<file path="config.mk">
export PLATFORM = sky130hd
export DESIGN_NAME = palette_gradient_lookup
export DESIGN_NICKNAME = d
export VERILOG_FILES = /design/src/sv/pgl_pkg.sv /design/src/sv/pgl_ctrl.sv /design/src/sv/pgl_datapath.sv /design/src/sv/palette_gradient_lookup.sv
export SDC_FILE = /design/constraint.sdc
export NUM_CORES = 2
export LEC_CHECK = 0
export ABC_AREA = 1
export BUFFER_PORTS_ARGS = -buffer_cell sky130_fd_sc_hd__clkbuf_2
export CAP_MARGIN = 10
export CORE_AREA = 4 4 508 510
export DETAILED_ROUTE_END_ITERATION = 12
export DIE_AREA = 0 0 512 514
export MAX_ROUTING_LAYER = met4
export PLACE_DENSITY = 0.5
export SYNTH_ARGS = -nofsm -noshare
export SYNTH_HDL_FRONTEND = slang
export SYNTH_SLANG_ARGS = --single-unit
</file>
<file path="constraint.sdc">
create_clock -name clk_i -period 5.3 [get_ports clk_i]
set_input_delay 0.795 -clock clk_i [delete_from_list [all_inputs] [get_ports clk_i]]
set_output_delay 0.795 -clock clk_i [all_outputs]
set_load 0.01 [all_outputs]
</file>
<file path="src/sv/pgl_pkg.sv">
`timescale 1ns / 1ps

package pgl_pkg;

  // fixed field widths
  localparam int OP_W   = 2;
  localparam int ID_W   = 2;
  localparam int POS_W  = 17;
  localparam int CHAN_W = 8;
  localparam int STAT_W = 2;

  // parameter defaults
  localparam int NUM_PALETTES_DEF  = 4;
  localparam int PALETTE_DEPTH_DEF = 16;
  localparam int FRACTION_BITS_DEF = 16;

  typedef enum logic [OP_W-1:0] {
    OP_LOOKUP = 2'd0,
    OP_APPEND = 2'd1,
    OP_CLEAR  = 2'd2,
    OP_NOP    = 2'd3
  } op_e;

  typedef enum logic [STAT_W-1:0] {
    ST_OK    = 2'd0,
    ST_EMPTY = 2'd1,
    ST_FULL  = 2'd2
  } stat_e;

  typedef struct packed {
    logic [OP_W-1:0]   opcode;
    logic [ID_W-1:0]   palette_id;
    logic [POS_W-1:0]  position;
    logic [CHAN_W-1:0] new_red;
    logic [CHAN_W-1:0] new_green;
    logic [CHAN_W-1:0] new_blue;
  } in_item_t;

  typedef struct packed {
    logic [CHAN_W-1:0] out_red;
    logic [CHAN_W-1:0] out_green;
    logic [CHAN_W-1:0] out_blue;
    logic [STAT_W-1:0] status;
  } out_item_t;

  // controller to datapath
  typedef struct packed {
    logic load;           // capture the input transfer
    logic scale;          // scale position, register entry indexes and fraction
    logic rd_lo;          // read lower entry
    logic rd_hi;          // read upper entry, keep lower one
    logic finish_simple;  // append / clear / no-op / empty lookup result
    logic finish_blend;   // blended lookup result
  } ctrl_cmd_t;

  // datapath to controller
  typedef struct packed {
    logic lookup_go;  // lookup on a palette that holds entries
    logic out_free;   // output register can take a result this cycle
  } ctrl_stat_t;

endpackage

</file>
<file path="src/sv/pgl_ctrl.sv">
`timescale 1ns / 1ps

module pgl_ctrl import pgl_pkg::*; (
  input  logic       clk_i,
  input  logic       rst_ni,
  input  logic       in_valid_i,
  output logic       in_ready_o,
  input  ctrl_stat_t stat_i,
  output ctrl_cmd_t  cmd_o
);

  typedef enum logic [4:0] {
    S_IDLE  = 5'b00001,
    S_EXEC  = 5'b00010,
    S_RD_LO = 5'b00100,
    S_RD_HI = 5'b01000,
    S_BLEND = 5'b10000
  } state_e;

  state_e state_q, state_d;

  always_comb begin
    state_d = state_q;
    cmd_o   = '0;
    unique case (state_q)
      S_IDLE: begin
        if (in_valid_i) begin
          cmd_o.load = 1'b1;
          state_d    = S_EXEC;
        end
      end
      S_EXEC: begin
        if (stat_i.lookup_go) begin
          cmd_o.scale = 1'b1;
          state_d     = S_RD_LO;
        end else if (stat_i.out_free) begin
          cmd_o.finish_simple = 1'b1;
          state_d             = S_IDLE;
        end
      end
      S_RD_LO: begin
        cmd_o.rd_lo = 1'b1;
        state_d     = S_RD_HI;
      end
      S_RD_HI: begin
        cmd_o.rd_hi = 1'b1;
        state_d     = S_BLEND;
      end
      S_BLEND: begin
        if (stat_i.out_free) begin
          cmd_o.finish_blend = 1'b1;
          state_d            = S_IDLE;
        end
      end
      default: begin
        state_d = S_IDLE;
      end
    endcase
  end

  assign in_ready_o = (state_q == S_IDLE);

  always_ff @(posedge clk_i or negedge rst_ni) begin
    if (!rst_ni) begin
      state_q <= S_IDLE;
    end else begin
      state_q <= state_d;
    end
  end

endmodule

</file>
<file path="src/sv/pgl_datapath.sv">
`timescale 1ns / 1ps

module pgl_datapath import pgl_pkg::*; #(
  parameter int NUM_PALETTES  = NUM_PALETTES_DEF,
  parameter int PALETTE_DEPTH = PALETTE_DEPTH_DEF,
  parameter int FRACTION_BITS = FRACTION_BITS_DEF
) (
  input  logic       clk_i,
  input  logic       rst_ni,
  input  in_item_t   in_item_i,
  input  ctrl_cmd_t  cmd_i,
  output ctrl_stat_t stat_o,
  output logic       out_valid_o,
  input  logic       out_ready_i,
  output out_item_t  out_item_o
);

  localparam int IDX_W   = $clog2(PALETTE_DEPTH);
  localparam int CNT_W   = $clog2(PALETTE_DEPTH + 1);
  localparam int PID_W   = (NUM_PALETTES > 1) ? $clog2(NUM_PALETTES) : 1;
  localparam int ENTRIES = NUM_PALETTES * PALETTE_DEPTH;
  localparam int ADDR_W  = $clog2(ENTRIES);
  localparam int PC_W    = (FRACTION_BITS + 1 < POS_W) ? FRACTION_BITS + 1 : POS_W;
  localparam int PP_W    = PC_W + IDX_W;
  localparam int PX_W    = (PP_W > FRACTION_BITS + IDX_W) ? PP_W : FRACTION_BITS + IDX_W;
  localparam int CMP_W   = (POS_W > FRACTION_BITS + 1) ? POS_W : FRACTION_BITS + 1;
  localparam int COL_W   = 3 * CHAN_W;
  localparam logic [CMP_W-1:0] ONE_C = {{(CMP_W-1){1'b0}}, 1'b1} << FRACTION_BITS;

  // floor(a + (b - a) * f / 2^FRACTION_BITS)
  function automatic logic [CHAN_W-1:0] blend(input logic [CHAN_W-1:0] a,
                                              input logic [CHAN_W-1:0] b,
                                              input logic [FRACTION_BITS-1:0] f);
    logic signed [CHAN_W:0]                 diff;
    logic signed [FRACTION_BITS+CHAN_W+1:0] prod;
    logic signed [FRACTION_BITS+CHAN_W+1:0] acc;
    diff = $signed({1'b0, b}) - $signed({1'b0, a});
    prod = diff * $signed({1'b0, f});
    acc  = $signed({2'b00, a, {FRACTION_BITS{1'b0}}}) + prod;
    return acc[FRACTION_BITS +: CHAN_W];
  endfunction

  // captured item
  op_e               op_q;
  logic [ID_W-1:0]   pid_q;
  logic [POS_W-1:0]  pos_q;
  logic [COL_W-1:0]  color_q;

  // lookup intermediates
  logic [IDX_W-1:0]         lo_q, hi_q;
  logic [FRACTION_BITS-1:0] frac_q;
  logic [COL_W-1:0]         c_lo_q;

  logic [CNT_W-1:0] counts_q [NUM_PALETTES];
  logic [COL_W-1:0] mem_q [ENTRIES];
  logic [COL_W-1:0] rdata_q;

  logic      out_valid_q;
  out_item_t out_item_q;

  logic                     id_ok;
  logic [PID_W-1:0]         pid_idx;
  logic [CNT_W-1:0]         cnt_cur;
  logic                     full;
  logic [IDX_W-1:0]         cnt_m1;
  logic [CMP_W-1:0]         pos_ext;
  logic [PC_W-1:0]          pos_c;
  logic [PP_W-1:0]          prod;
  logic [PX_W-1:0]          p_x;
  logic [IDX_W-1:0]         lo_d, hi_d;
  logic [FRACTION_BITS-1:0] frac_d;
  logic [ADDR_W-1:0]        base;
  logic [ADDR_W-1:0]        waddr, raddr;
  logic                     append_ok;
  stat_e                    simple_stat;

  assign id_ok   = (32'(pid_q) < 32'(NUM_PALETTES));
  assign pid_idx = PID_W'(pid_q);
  assign cnt_cur = id_ok ? counts_q[pid_idx] : '0;
  assign full    = (cnt_cur == CNT_W'(PALETTE_DEPTH));
  assign cnt_m1  = IDX_W'(cnt_cur - CNT_W'(1));

  // clamp to 1.0 and scale by count - 1
  assign pos_ext = CMP_W'(pos_q);
  assign pos_c   = PC_W'((pos_ext > ONE_C) ? ONE_C : pos_ext);
  assign prod    = PP_W'(pos_c) * PP_W'(cnt_m1);
  assign p_x     = PX_W'(prod);
  assign lo_d    = p_x[FRACTION_BITS +: IDX_W];
  assign frac_d  = p_x[FRACTION_BITS-1:0];
  assign hi_d    = (frac_d != '0) ? IDX_W'(lo_d + IDX_W'(1)) : lo_d;

  assign base  = ADDR_W'(ADDR_W'(pid_idx) * ADDR_W'(PALETTE_DEPTH));
  assign waddr = ADDR_W'(base + ADDR_W'(cnt_cur));
  assign raddr = ADDR_W'(base + ADDR_W'(cmd_i.rd_lo ? lo_q : hi_q));

  assign append_ok = (op_q == OP_APPEND) && id_ok && !full;

  always_comb begin
    case (op_q)
      OP_LOOKUP: simple_stat = ST_EMPTY;
      OP_APPEND: simple_stat = append_ok ? ST_OK : ST_FULL;
      OP_CLEAR:  simple_stat = ST_OK;
      OP_NOP:    simple_stat = ST_OK;
      default:   simple_stat = ST_OK;
    endcase
  end

  assign stat_o.lookup_go = (op_q == OP_LOOKUP) && (cnt_cur != '0);
  assign stat_o.out_free  = !out_valid_q || out_ready_i;

  always_ff @(posedge clk_i) begin
    if (cmd_i.load) begin
      op_q    <= op_e'(in_item_i.opcode);
      pid_q   <= in_item_i.palette_id;
      pos_q   <= in_item_i.position;
      color_q <= {in_item_i.new_red, in_item_i.new_green, in_item_i.new_blue};
    end
    if (cmd_i.scale) begin
      lo_q   <= lo_d;
      hi_q   <= hi_d;
      frac_q <= frac_d;
    end
    if (cmd_i.rd_hi) begin
      c_lo_q <= rdata_q;
    end
  end

  // color memory, one port each way
  always_ff @(posedge clk_i) begin
    if (cmd_i.finish_simple && append_ok) begin
      mem_q[waddr] <= color_q;
    end
    if (cmd_i.rd_lo || cmd_i.rd_hi) begin
      rdata_q <= mem_q[raddr];
    end
  end

  always_ff @(posedge clk_i or negedge rst_ni) begin
    if (!rst_ni) begin
      for (int i = 0; i < NUM_PALETTES; i++) begin
        counts_q[i] <= '0;
      end
    end else if (cmd_i.finish_simple && id_ok) begin
      if (append_ok) begin
        counts_q[pid_idx] <= CNT_W'(cnt_cur + CNT_W'(1));
      end else if (op_q == OP_CLEAR) begin
        counts_q[pid_idx] <= '0;
      end
    end
  end

  always_ff @(posedge clk_i or negedge rst_ni) begin
    if (!rst_ni) begin
      out_valid_q <= 1'b0;
    end else if (cmd_i.finish_simple || cmd_i.finish_blend) begin
      out_valid_q <= 1'b1;
    end else if (out_ready_i) begin
      out_valid_q <= 1'b0;
    end
  end

  always_ff @(posedge clk_i) begin
    if (cmd_i.finish_simple) begin
      out_item_q.out_red   <= '0;
      out_item_q.out_green <= '0;
      out_item_q.out_blue  <= '0;
      out_item_q.status    <= simple_stat;
    end else if (cmd_i.finish_blend) begin
      out_item_q.out_red   <= blend(c_lo_q[23:16], rdata_q[23:16], frac_q);
      out_item_q.out_green <= blend(c_lo_q[15:8], rdata_q[15:8], frac_q);
      out_item_q.out_blue  <= blend(c_lo_q[7:0], rdata_q[7:0], frac_q);
      out_item_q.status    <= ST_OK;
    end
  end

  assign out_valid_o = out_valid_q;
  assign out_item_o  = out_item_q;

endmodule

</file>
<file path="src/sv/palette_gradient_lookup.sv">
`timescale 1ns / 1ps

// palette_gradient_lookup: a set of rgb palettes with append, clear and a
// gradient lookup that blends the two entries nearest a q-format position
// - input channel in_valid_i / in_ready_o carries one operation per transfer
// - output channel out_valid_o / out_ready_i returns exactly one result per
//   operation, in order; status tells ok, empty palette or full palette
// - one operation at a time: in_ready_o is high only while the controller idles
// - append, clear, no-op and empty lookups: result registered in the execute
//   step once the output register is free, next input taken after that step
// - lookups: a scale multiply, then two reads through the single read port
//   of the color memory ahead of the blend; next input taken after the blend
// - the output register decouples the sides: a new input is taken while a
//   result still waits; the finishing step holds until that result is taken
// - reset clears the entry counts, so every palette starts empty; the color
//   memory itself is not cleared and needs no sweep
module palette_gradient_lookup import pgl_pkg::*; #(
  parameter int NUM_PALETTES  = NUM_PALETTES_DEF,
  parameter int PALETTE_DEPTH = PALETTE_DEPTH_DEF,
  parameter int FRACTION_BITS = FRACTION_BITS_DEF
) (
  input  logic      clk_i,
  input  logic      rst_ni,
  input  logic      in_valid_i,
  output logic      in_ready_o,
  input  in_item_t  in_item_i,
  output logic      out_valid_o,
  input  logic      out_ready_i,
  output out_item_t out_item_o
);

  ctrl_cmd_t  cmd;
  ctrl_stat_t stat;

  // sequencing of one operation
  pgl_ctrl u_ctrl (
    .clk_i      (clk_i),
    .rst_ni     (rst_ni),
    .in_valid_i (in_valid_i),
    .in_ready_o (in_ready_o),
    .stat_i     (stat),
    .cmd_o      (cmd)
  );

  // counts, color memory, scale and blend arithmetic, output register
  pgl_datapath #(
    .NUM_PALETTES  (NUM_PALETTES),
    .PALETTE_DEPTH (PALETTE_DEPTH),
    .FRACTION_BITS (FRACTION_BITS)
  ) u_datapath (
    .clk_i       (clk_i),
    .rst_ni      (rst_ni),
    .in_item_i   (in_item_i),
    .cmd_i       (cmd),
    .stat_o      (stat),
    .out_valid_o (out_valid_o),
    .out_ready_i (out_ready_i),
    .out_item_o  (out_item_o)
  );

endmodule
</file>
==> summary.txt <==
Power
  – P_leak: 44.9 nW
  – Total Power: 42.6 mW
  – Pwr dens: 410 nW/µm²
  – Worst vdd ir: 0.264 mV

Finish
  – Fin area: 104000 µm²
  – Core Util, Final: 41.0%
  – Nets: 9956
  – Area Overhead vs Synth: 17.7%
  – Ratio of cells with drive above 1 in the final layout: 13.4%

Global route
  – GRT overflow: 0
  – First-pass GRT wire length: 400 mm
  – Antenna violations before repair: 9
  – Vias in the first global route: 61485
  – Largest net degree at the start of global routing: 100
  – Overall Global Routing Usage: 20.6%

STA
  – Clock skew: 0.104 ns
  – Tightest Pin Transition: 1.26 ns
  – Setup TNS: -6.74 ns
  – RSZ-0062 raised after global routing: yes
  – Final count of negative-setup-slack endpoints: 24
  – Tcrit/Tclk final: 108%
  – Final Critical Period: 5.75 ns
  – Worst slew margin: 15.5%
  – Final number of max-transition violations: 0
  – Peak Freq: 174 MHz
  – Setup ws final: -0.446 ns
  – Hold Vio Cnt, Final: 0

Clock tree
  – Cts hold-fix bufs: 0
  – Clock H-tree levels: 4
  – Clk slew on worst S/H paths: 0.07 ns
  – Clock buffer depth: 3
  – TritonCTS Buffers: 184
  – CTS sink count: 1705
  – Clk_lat worst skew: 0.84 ns
  – Root Buffer Master: clkbuf_16
  – CTS tree: built

Floorplanning
  – Initial Utilization: 34.9%
  – Core Region: 253000 µm²
  – Die Height: 514 µm
  – Die area: 263000 µm²
  – IO Pins: 77
  – Die X-Extent: 512 µm
  – Row count: 185

Yosys
  – YS warnings: 0
  – Yosys cell types: 49
  – Flop and latch count out of synthesis: 1705
  – Post-synth EDFFs: 1655
  – Cells after synthesis: 8974
  – Asr flop ratio synth: 1.52%
  – Avg Inst Size Synth: 9.84 µm²
  – Netlist Area Pre-Place: 88300 µm²
  – Top FF cell, synth: edfxtp_1
  – Register area share after synthesis: 57.5%
  – Syn Nets: 9569

Setup path
  – Slowest cell on the critical path: fa_2
  – Critical path data arrival time: 6.45 ns
  – Most frequent CP cell: nand2_1
  – CP max FO: 6
  – Startpoint types: register
  – CP peak stage delay: 0.54 ns
  – Path type of the worst setup path: register to register
  – CP required: 6.01 ns
  – Crit end category: register

Route
  – Avg WL per Cell: 20.8 µm
  – Vias/cell: 4.87
  – DRC viols: 0
  – WL final: 268 mm
  – DR iter-0 viols: 5102
  – Total number of vias: 62731
  – Drt pass-1 iters: 5
  – Routed Antenna Nets: 0

Outcome
  – Failing checks: setup timing
  – Status: finished with violations

Placed design
  – PortBufs: 76
  – Placed Area: 96200 µm²
  – DP HPWL: 164 mm
  – Pre-CTS setup slack: -0.503 ns
  – Placer congestion estimate: 0.862

Worst hold path
  – Hold Path Class: input pin to asynchronous set/reset pin

Run
  – Max-cap violations: 0
## flip-flops by register name (all words and copies together) (netlist names), 4 cells and up
| register | flops |
|---|---|
| u_datapath.hi_q | 4 |
| u_ctrl.state_q | 5 |
| u_datapath.frac_q | 16 |
| u_datapath.color_q | 24 |
| u_datapath.rdata_q | 24 |
| u_datapath.lo_q | 4 |
| u_datapath.c_lo_q | 24 |
| u_datapath.pos_ext | 17 |
| u_datapath.counts_q | 20 |
| u_datapath.mem_q | 1536 |
| u_datapath.out_item_o | 26 |
## metal layers
| layer | global-route usage (%) | routed length, µm | share of wire [%] | vias up |
|---|---|---|---|---|
| met2 | 33.5 | 128000 | 48 | 1662 |
| met3 | 2.17 | 13600 | 5.1 | 339 |
| met1 | 27.7 | 120000 | 45 | 31149 |
| li1 | - | - | - | 29581 |
| met5 | - | 0 | 0 | - |
| met4 | 5.42 | 7550 | 2.8 | 0 |
## cell type report
cell class	count	area [µm²]
Timing Repair Buffer	605	5130
Antenna cell	7	17.5
Clock inverter	87	1000
Inverter	1479	5580
Tap cell	3366	4210
Clock buffer	238	4850
Sequential cell	1705	50800
Multi-Input combinational cell	5386	32300
Fill cell	24509	150000
## cell families after synthesis
kind of cell | share of synthesized area (%)
simple gates | 20.8
compound gates | 2.25
fa+ha+maj | 10.7
flops | 57.5
buf+inv | 8.31
xor+xnor | 0.397
## final timing paths
path	slack [ns]	cells past startpoint	to	from
max	-0.45	29	u_datapath.out_item_o[24]$_SDFFE_PP0P_	u_datapath.rdata_q[18]$_DFFE_PP_
min	0.13	1	u_datapath.out_valid_o$_DFFE_PN0P_	rst_ni
max reg2reg	-0.45	29	u_datapath.out_item_o[24]$_SDFFE_PP0P_	u_datapath.rdata_q[18]$_DFFE_PP_
min reg2reg	0.43	0	u_datapath.c_lo_q[6]$_DFFE_PN_	u_datapath.rdata_q[6]$_DFFE_PP_
max in group asynchronous	4.53	1	u_datapath.counts_q[13]$_DFFE_PN0P_	rst_ni
min in group clk_i	0.13	1	u_datapath.color_q[17]$_DFFE_PP_	in_item_i[17]
## metrics by stage
step	hold WS, ns	instances
3_3_place_gp	0.435	12489
5_1_grt	0.0894	12870
4_1_cts	0.0567	12847
6_report	0.127	12873
3_5_place_dp	0.439	12489
2_1_floorplan	0.426	8974
## Yosys cell counts, types with 2 or more instances
cell	number	area, µm²
a31oi_1	2	12.5
ha_1	198	2480
clkbuf_1	167	627
nor2_1	479	1800
nand2_2	6	37.5
nand3_1	1077	5390
nor3_1	23	115
o21ai_0	111	556
and2_1	2	12.5
xnor2_1	26	228
buf_2	190	951
o21ai_2	3	26.3
buf_6	3	33.8
a21o_1	6	45.0
nand2_1	2801	10500
a21boi_0	2	15.0
and3_1	2	12.5
fa_1	348	6970
buf_1	44	165
inv_1	1473	5530
xor2_1	14	123
a21oi_1	108	541
nand3b_1	7	52.6
dfrtp_1	25	626
dfxtp_1	24	480
nor2_4	3	33.8
or2_2	10	62.6
o211ai_1	75	563
o21ai_1	16	80.1
nor4_1	12	75.1
inv_2	3	11.3
nand4_1	27	169
o21bai_1	9	67.6
edfxtp_1	1655	49700
nand2_4	5	56.3
nand3_2	2	20.0
clkinv_1	2	7.51
o21a_1	3	22.5
## where the power goes
part           switching (mW)  internal [mW]  total (mW)
sequential              0.123           15.7        15.8
clock                    5.53           7.12        12.6
combinational            8.70           5.46        14.2
## cell usage in the layout (no fill, tap or decap), types with 85 or more instances in the layout
master	Yosys	layout
inv_1	1473	1442
nand3_1	1077	1065
edfxtp_1	1655	1655
o21ai_0	111	85
clkbuf_16	0	186
nor2_2	1	93
ha_1	198	138
fa_1	348	325
buf_4	1	451
nor2_1	479	350
nand2_1	2801	2748
## worst max-delay path: cells and delay by family (launching register included)
kind	cells	cell delay, ns
compound gates	3	0.38
simple gates	17	1.58
fa+ha+maj	7	3.07
buf+inv	2	0.18
flops	1	0.43
## repair_timing
action | CTS | global route
cloned | 1 | 1
setup endpoints to repair | 28 | 28
setup buffers | 32 | 19
resized for setup | 187 | 156
pin swaps | 92 | 78
hold endpoints to repair | 0 | 0
(Power assumes the default switching activity.)
